### src/rtl/core/chd_pkg.sv
// ----------------------------------------------------------------------------
// chd_pkg: shared types and constants for the chunked body decoder
// Request and result payloads, status codes, framing characters, hex decode.
// ----------------------------------------------------------------------------
package chd_pkg;

    // default width of the chunk size counter
    localparam int SIZE_BITS_DEFAULT = 32;

    // framing characters
    localparam logic [7:0] CH_CR = 8'h0D;
    localparam logic [7:0] CH_LF = 8'h0A;

    // result status codes
    localparam logic [1:0] ST_BODY      = 2'd0;
    localparam logic [1:0] ST_COMPLETE  = 2'd1;
    localparam logic [1:0] ST_MALFORMED = 2'd2;

    // one input request
    typedef struct packed {
        logic [7:0] in_byte;
        logic       msg_start;
    } t_in_item;

    // one result
    typedef struct packed {
        logic [7:0] body_byte;
        logic [1:0] status;
    } t_out_item;

    // decode stage result toward the output register
    typedef struct packed {
        logic      valid;
        t_out_item item;
    } t_dec_res;

    // hex digit decode: {not_hex, value}
    function automatic logic [4:0] hex_value(input logic [7:0] c);
        logic [4:0] r;
        r = 5'h10;
        if (c >= 8'h30 && c <= 8'h39) begin
            r = {1'b0, 4'(c - 8'h30)};
        end else if (c >= 8'h61 && c <= 8'h66) begin
            r = {1'b0, 4'(c - 8'h57)};
        end else if (c >= 8'h41 && c <= 8'h46) begin
            r = {1'b0, 4'(c - 8'h37)};
        end
        return r;
    endfunction

endpackage

### src/rtl/core/chd_decode.sv
// ----------------------------------------------------------------------------
// chd_decode: chunked framing state machine
// Holds phase, chunk size / bytes left and digit count; turns one byte per
// enabled cycle into zero or one result.
// ----------------------------------------------------------------------------
module chd_decode #(
    parameter int SIZE_BITS = chd_pkg::SIZE_BITS_DEFAULT
) (
    input  logic              i_clk,
    input  logic              i_rst_n,
    input  logic              i_en,
    input  chd_pkg::t_in_item i_item,
    output chd_pkg::t_dec_res o_res
);

    localparam int MaxDigits = SIZE_BITS / 4;
    localparam int DcntW     = $clog2(MaxDigits + 1);

    typedef enum logic [2:0] {
        PH_SIZE,
        PH_SIZE_LF,
        PH_DATA,
        PH_DATA_CR,
        PH_DATA_LF,
        PH_LAST_CR,
        PH_LAST_LF,
        PH_DONE
    } t_phase;

    t_phase               r_phase, n_phase;
    logic [SIZE_BITS-1:0] r_remaining, n_remaining;
    logic [DcntW-1:0]     r_digits, n_digits;

    t_phase               cur_phase;
    logic [SIZE_BITS-1:0] cur_remaining;
    logic [DcntW-1:0]     cur_digits;
    logic [4:0]           hex;
    logic [SIZE_BITS-1:0] dec_remaining;
    logic [7:0]           c;

    // restart at a size line when msg_start is set
    assign cur_phase     = i_item.msg_start ? PH_SIZE : r_phase;
    assign cur_remaining = i_item.msg_start ? '0 : r_remaining;
    assign cur_digits    = i_item.msg_start ? '0 : r_digits;
    assign c             = i_item.in_byte;
    assign hex           = chd_pkg::hex_value(c);
    assign dec_remaining = cur_remaining - 1'b1;

    // next state and result
    always_comb begin
        n_phase                 = cur_phase;
        n_remaining             = cur_remaining;
        n_digits                = cur_digits;
        o_res.valid             = 1'b0;
        o_res.item.body_byte    = 8'h00;
        o_res.item.status       = chd_pkg::ST_BODY;
        case (cur_phase)
            PH_SIZE: begin
                if (c == chd_pkg::CH_CR) begin
                    n_phase = PH_SIZE_LF;
                end else if (hex[4] || cur_digits >= DcntW'(MaxDigits)) begin
                    n_phase           = PH_DONE;
                    o_res.valid       = 1'b1;
                    o_res.item.status = chd_pkg::ST_MALFORMED;
                end else begin
                    n_remaining = {cur_remaining[SIZE_BITS-5:0], hex[3:0]};
                    n_digits    = cur_digits + 1'b1;
                end
            end
            PH_SIZE_LF: begin
                if (c != chd_pkg::CH_LF) begin
                    n_phase           = PH_DONE;
                    o_res.valid       = 1'b1;
                    o_res.item.status = chd_pkg::ST_MALFORMED;
                end else if (cur_digits == '0) begin
                    n_phase           = PH_DONE;
                    o_res.valid       = 1'b1;
                    o_res.item.status = chd_pkg::ST_COMPLETE;
                end else begin
                    n_phase = (cur_remaining == '0) ? PH_LAST_CR : PH_DATA;
                end
            end
            PH_DATA: begin
                o_res.valid          = 1'b1;
                o_res.item.body_byte = c;
                n_remaining          = dec_remaining;
                if (dec_remaining == '0) begin
                    n_phase = PH_DATA_CR;
                end
            end
            PH_DATA_CR, PH_LAST_CR: begin
                if (c != chd_pkg::CH_CR) begin
                    n_phase           = PH_DONE;
                    o_res.valid       = 1'b1;
                    o_res.item.status = chd_pkg::ST_MALFORMED;
                end else begin
                    n_phase = (cur_phase == PH_DATA_CR) ? PH_DATA_LF : PH_LAST_LF;
                end
            end
            PH_DATA_LF: begin
                if (c != chd_pkg::CH_LF) begin
                    n_phase           = PH_DONE;
                    o_res.valid       = 1'b1;
                    o_res.item.status = chd_pkg::ST_MALFORMED;
                end else begin
                    n_phase     = PH_SIZE;
                    n_remaining = '0;
                    n_digits    = '0;
                end
            end
            PH_LAST_LF: begin
                n_phase     = PH_DONE;
                o_res.valid = 1'b1;
                if (c != chd_pkg::CH_LF) begin
                    o_res.item.status = chd_pkg::ST_MALFORMED;
                end else begin
                    o_res.item.status = chd_pkg::ST_COMPLETE;
                end
            end
            default: begin
                n_phase = PH_DONE;
            end
        endcase
    end

    // state registers
    always_ff @(posedge i_clk) begin
        if (!i_rst_n) begin
            r_phase     <= PH_SIZE;
            r_remaining <= '0;
            r_digits    <= '0;
        end else if (i_en) begin
            r_phase     <= n_phase;
            r_remaining <= n_remaining;
            r_digits    <= n_digits;
        end
    end

endmodule

### src/rtl/core/http_chunked_body_decoder_core.sv
// ----------------------------------------------------------------------------
// http_chunked_body_decoder_core: HTTP chunked transfer body decoder
// Strips chunk framing from a body byte stream and reports message end.
// ----------------------------------------------------------------------------
// Takes one byte per clock (sustained one request per cycle) while the result
// side does not stall, and gives at most one result per byte: the byte sits
// in an input register, the framing state machine decodes it combinationally
// and the result lands in an output register. A stall on the result side
// holds the input register, and the input side takes no new byte while that
// register is full. Status 0 carries a data byte, 1 marks a complete message,
// 2 a malformed framing line; after either end, bytes give no result until a
// request with msg_start set. Chunk sizes are limited to SIZE_BITS/4 hex
// digits; extensions and trailers are rejected as malformed.
module http_chunked_body_decoder_core #(
    parameter int SIZE_BITS = chd_pkg::SIZE_BITS_DEFAULT
) (
    input  logic               i_clk,
    input  logic               i_rst_n,
    input  logic               i_in_valid,
    output logic               o_in_ready,
    input  chd_pkg::t_in_item  i_in_data,
    output logic               o_out_valid,
    input  logic               i_out_ready,
    output chd_pkg::t_out_item o_out_data
);

    logic               r_in_valid;
    chd_pkg::t_in_item  r_in_item;
    logic               r_out_valid;
    chd_pkg::t_out_item r_out_item;
    logic               out_free;
    logic               advance;
    chd_pkg::t_dec_res  dec_res;

    // the decode step runs whenever the output slot can take its result
    assign out_free   = !r_out_valid || i_out_ready;
    assign advance    = r_in_valid && out_free;
    assign o_in_ready = !r_in_valid || advance;

    // input register
    always_ff @(posedge i_clk) begin
        if (!i_rst_n) begin
            r_in_valid <= 1'b0;
        end else if (o_in_ready) begin
            r_in_valid <= i_in_valid;
        end
    end

    always_ff @(posedge i_clk) begin
        if (o_in_ready && i_in_valid) begin
            r_in_item <= i_in_data;
        end
    end

    // framing state machine
    chd_decode #(
        .SIZE_BITS(SIZE_BITS)
    ) u_decode (
        .i_clk  (i_clk),
        .i_rst_n(i_rst_n),
        .i_en   (advance),
        .i_item (r_in_item),
        .o_res  (dec_res)
    );

    // output register
    always_ff @(posedge i_clk) begin
        if (!i_rst_n) begin
            r_out_valid <= 1'b0;
        end else if (out_free) begin
            r_out_valid <= advance && dec_res.valid;
        end
    end

    always_ff @(posedge i_clk) begin
        if (advance && dec_res.valid) begin
            r_out_item <= dec_res.item;
        end
    end

    assign o_out_valid = r_out_valid;
    assign o_out_data  = r_out_item;

endmodule

### config.mk
export PLATFORM = sky130hd
export DESIGN_NAME = http_chunked_body_decoder_core
export DESIGN_NICKNAME = d
export VERILOG_FILES = /design/src/rtl/core/chd_pkg.sv /design/src/rtl/core/chd_decode.sv /design/src/rtl/core/http_chunked_body_decoder_core.sv
export SDC_FILE = /design/constraint.sdc
export NUM_CORES = 1
export LEC_CHECK = 0
export BUFFER_PORTS_ARGS = -buffer_cell sky130_fd_sc_hd__buf_2
export CAP_MARGIN = 20
export CORE_AREA = 3 3 126 67
export DETAILED_ROUTE_END_ITERATION = 10
export DIE_AREA = 0 0 129 70
export GPL_TIMING_DRIVEN = 0
export PLACE_DENSITY = 0.8
export SLEW_MARGIN = 20
export SYNTH_ARGS = -nofsm -noshare
export SYNTH_HDL_FRONTEND = slang
export SYNTH_HIERARCHICAL = 1
export SYNTH_SLANG_ARGS = --single-unit
### constraint.sdc
create_clock -name i_clk -period 3.85 [get_ports i_clk]
set_input_delay 0.385 -clock i_clk [delete_from_list [all_inputs] [get_ports i_clk]]
set_output_delay 0.385 -clock i_clk [all_outputs]
set_load 0.03 [all_outputs]
==> flow_metrics.env <==
export IMPL_start_util=0.627
export IMPL_synth_cell_types=79
export IMPL_drt_iter0_markers=1212
export IMPL_routedWlPerCell_um=22.7
export IMPL_antenna_found_initial=0
export IMPL_worstMarginPinSlew_ns=1.06
export IMPL_boundaryPins=25
export IMPL_cap_violations=0
export IMPL_whs_ns=0.223
export IMPL_design_die_area_sq_mm=0.00903
export IMPL_die_x_um=129
export IMPL_cp_start_kind="register"
export IMPL_core_area_sq_mm=0.00732
export IMPL_die_h_um=70
export IMPL_yosys_warnings=6
export IMPL_grt_usage=0.373
export IMPL_ys_flop_type="dfxtp_1"
export IMPL_post_place_ws_ns=-0.611
export IMPL_via_per_inst=7.15
export IMPL_p_leak_nw=1.91
export IMPL_cts_tree="built"
export IMPL_slew_viol_final=0
export IMPL_drtPass1Iterations=6
export IMPL_cts_setup_buffers=0
export IMPL_htreeDepth=3
export IMPL_syn_num_nets=631
export IMPL_finalHoldViolCount=0
export IMPL_grt_max_degree=12
export IMPL_cp_arrival_ns=3.96
export IMPL_root_buffer="clkbuf_16"
export IMPL_syn_inst=610
export IMPL_fin_ws_ns=0.138
export IMPL_gp_congestion=1.05
export IMPL_hold_class="input pin to register"
export IMPL_seqCellArea_sq_mm=0.00139
export IMPL_async_reset_ff_frac=0
export IMPL_fmax_mhz=269
export IMPL_avgSynthCellArea_sq_um=7.52
export IMPL_worstPathRequired_ns=4.10
export IMPL_seq_area_frac_synth=0.303
export IMPL_postCtsHoldBufs=0
export IMPL_io_buffers=24
export IMPL_clk_pin_slew_ns=0.06
export IMPL_vias=5332
export IMPL_crit_type="register to register"
export IMPL_clock_sinks=60
export IMPL_netlist_area_sq_mm=0.00459
export IMPL_synth_edff_count=19
export IMPL_setup_viol=0
export IMPL_n_antenna_cell=0
export IMPL_drtAntennaViolNets=0
export IMPL_routed_wl_mm=17.0
export IMPL_grt_overflow=0
export IMPL_grt_pass1_wl_mm=26.2
export IMPL_slew_headroom=0.287
export IMPL_fin_crit_sh=0.964
export IMPL_end_kind="register"
export IMPL_dp_hpwl_mm=11.8
export IMPL_drc=0
export IMPL_path_max_fanout=10
export IMPL_hold_depth=1
export IMPL_grt_pass1_vias=4774
export IMPL_multi_input_area_sq_mm=0.00293
export IMPL_drive_gt1_frac=0.108
export IMPL_areaGrowthSynthToFinish_pct=11.9
export IMPL_fin_skew_ns=0.00668
export IMPL_peakVddDrop_mv=0.245
export IMPL_worstSkewPairLatency_ns=0.33
export IMPL_cts_path_max_buffers=2
export IMPL_cts_buffers_inserted=9
export IMPL_ys_seq_elements=60
export IMPL_fin_crit_ns=3.71
export IMPL_rr_worst_depth=13
export IMPL_fillers=644
export IMPL_rows=22
export IMPL_power_density_mw_per_mm2=396
export IMPL_status="finished, final reports clean"
export IMPL_layout_nets=666
[final timing paths]
check                                       to  slack (ns)                         startpoint
max reg2reg   u_decode/r_phase[0]$_SDFFE_PN0P_        0.14             r_in_item[0]$_DFFE_PP_
min reg2reg  u_decode/r_digits[2]$_SDFFE_PN0P_        0.50  u_decode/r_digits[2]$_SDFFE_PN0P_
min                     r_in_item[0]$_DFFE_PP_        0.22                       i_in_data[0]
max           u_decode/r_phase[0]$_SDFFE_PN0P_        0.14             r_in_item[0]$_DFFE_PP_
[layout make-up]
cell class              instances  share of cell area
plain buffers                  56              0.0463
clock buffers                  10              0.0446
clock inverters                 6             0.00780
inverters                      17              0.0127
multi-input cells             477               0.571
flip-flops and latches         60               0.271
well taps                      96              0.0234
repair buffers                 24              0.0234
[state kept, by name (all words and copies together), names as in the netlist]
signal / cells
u_decode/r_phase: 3
r_in_item: 9
u_decode/r_remaining: 32
r_in_valid: 1
u_decode/r_digits: 4
o_out_data: 10
o_out_valid: 1
[placed cells by master, fill, tap and decap left out, types with 7 or more instances in the layout]
cell and count:
nand3_1 19, ha_1 7, inv_1 16, edfxtp_1 19
nor3_1 17, clkbuf_16 9, nand2_1 62, a31oi_1 9
buf_2 24, a21o_1 9, nand4_1 13, xnor2_1 11
and3_1 9, nor4_1 17, o21ai_0 61, a21oi_1 54
nor2b_1 7, and2_1 8, nor2_1 46, dfxtp_1 41
clkbuf_1 50, a22oi_1 9
[Yosys cell counts, types with 3 or more instances]
cell | count | area [sq um]
or4_1 | 5 | 37.5
o31ai_1 | 4 | 30.0
nor2b_1 | 7 | 43.8
nand4_1 | 13 | 81.3
a21o_1 | 9 | 67.6
clkbuf_1 | 53 | 199
o21bai_1 | 3 | 22.5
nor3_1 | 17 | 85.1
nor2_1 | 46 | 173
o21a_1 | 6 | 45.0
a21oi_1 | 54 | 270
o211ai_1 | 6 | 45.0
and3_1 | 9 | 56.3
inv_1 | 16 | 60.1
o21ai_1 | 3 | 15.0
o311ai_0 | 3 | 26.3
xnor2_1 | 11 | 96.3
a22oi_1 | 9 | 67.6
edfxtp_1 | 19 | 571
or3_1 | 6 | 37.5
o221a_2 | 4 | 45.0
and4_1 | 4 | 35.0
a211oi_1 | 4 | 30.0
nand3_1 | 19 | 95.1
dfxtp_1 | 41 | 821
nand2b_1 | 3 | 18.8
a31oi_1 | 9 | 56.3
xor2_1 | 3 | 26.3
o22a_1 | 3 | 26.3
nor4_1 | 17 | 106
ha_1 | 8 | 100
and2_1 | 8 | 50.1
nor4b_1 | 3 | 26.3
o21ai_0 | 61 | 305
nand2_1 | 63 | 236
[cells by family after synthesis]
kind of cell               synth area share
AOI/OAI and AO/OA                     0.299
adders and majority gates            0.0218
muxes                               0.00927
xor gates and xnor gates             0.0267
buffers and inverters                0.0630
and+or+nand+nor                       0.277
DFF                                   0.303
[worst max-delay path, stage by stage, from the launching register on]
cell and delay (ns):
edfxtp_1 0.41, clkinv_2 0.16, buf_4 0.23, clkbuf_4 0.25, clkbuf_4 0.25, nand2_1 0.14, ha_4 0.24, clkbuf_1 0.27
nand2_2 0.20, o2111ai_1 0.19, a2111oi_1 0.32, nand4_1 0.20, or4_1 0.52, o31ai_2 0.23
[metal layers]
metal,GRT usage,part of all wire
met1,0.516,0.39
met2,0.506,0.39
met3,0.157,0.18
met4,0.151,0.042
met5,0,0
[repair_timing]
item	4_1_cts	5_1_grt
pin swaps	0	0
endpoints found under the setup margin	2	11
resized for setup	6	11
cloned	0	0
[through the flow]
step	setup TNS (ns)	cells	power [mW]	utilization	instance area, sq um
floorplan	0	610	1.11	-	4590
global placement	-0.666	730	1.26	0.659	4830
detailed placement	-0.654	730	1.26	0.659	4830
CTS	0	746	2.00	0.698	5110
global route	-0.00406	746	2.10	0.701	5130
finish	0	746	2.03	0.701	5130
[report_power, final]
group / switching [mW] / internal (mW)
sequential: 0.0253 / 0.682
combinational: 0.391 / 0.195
clock: 0.303 / 0.434
total: 0.720 / 1.31
Power figures use the tool's default switching activity.
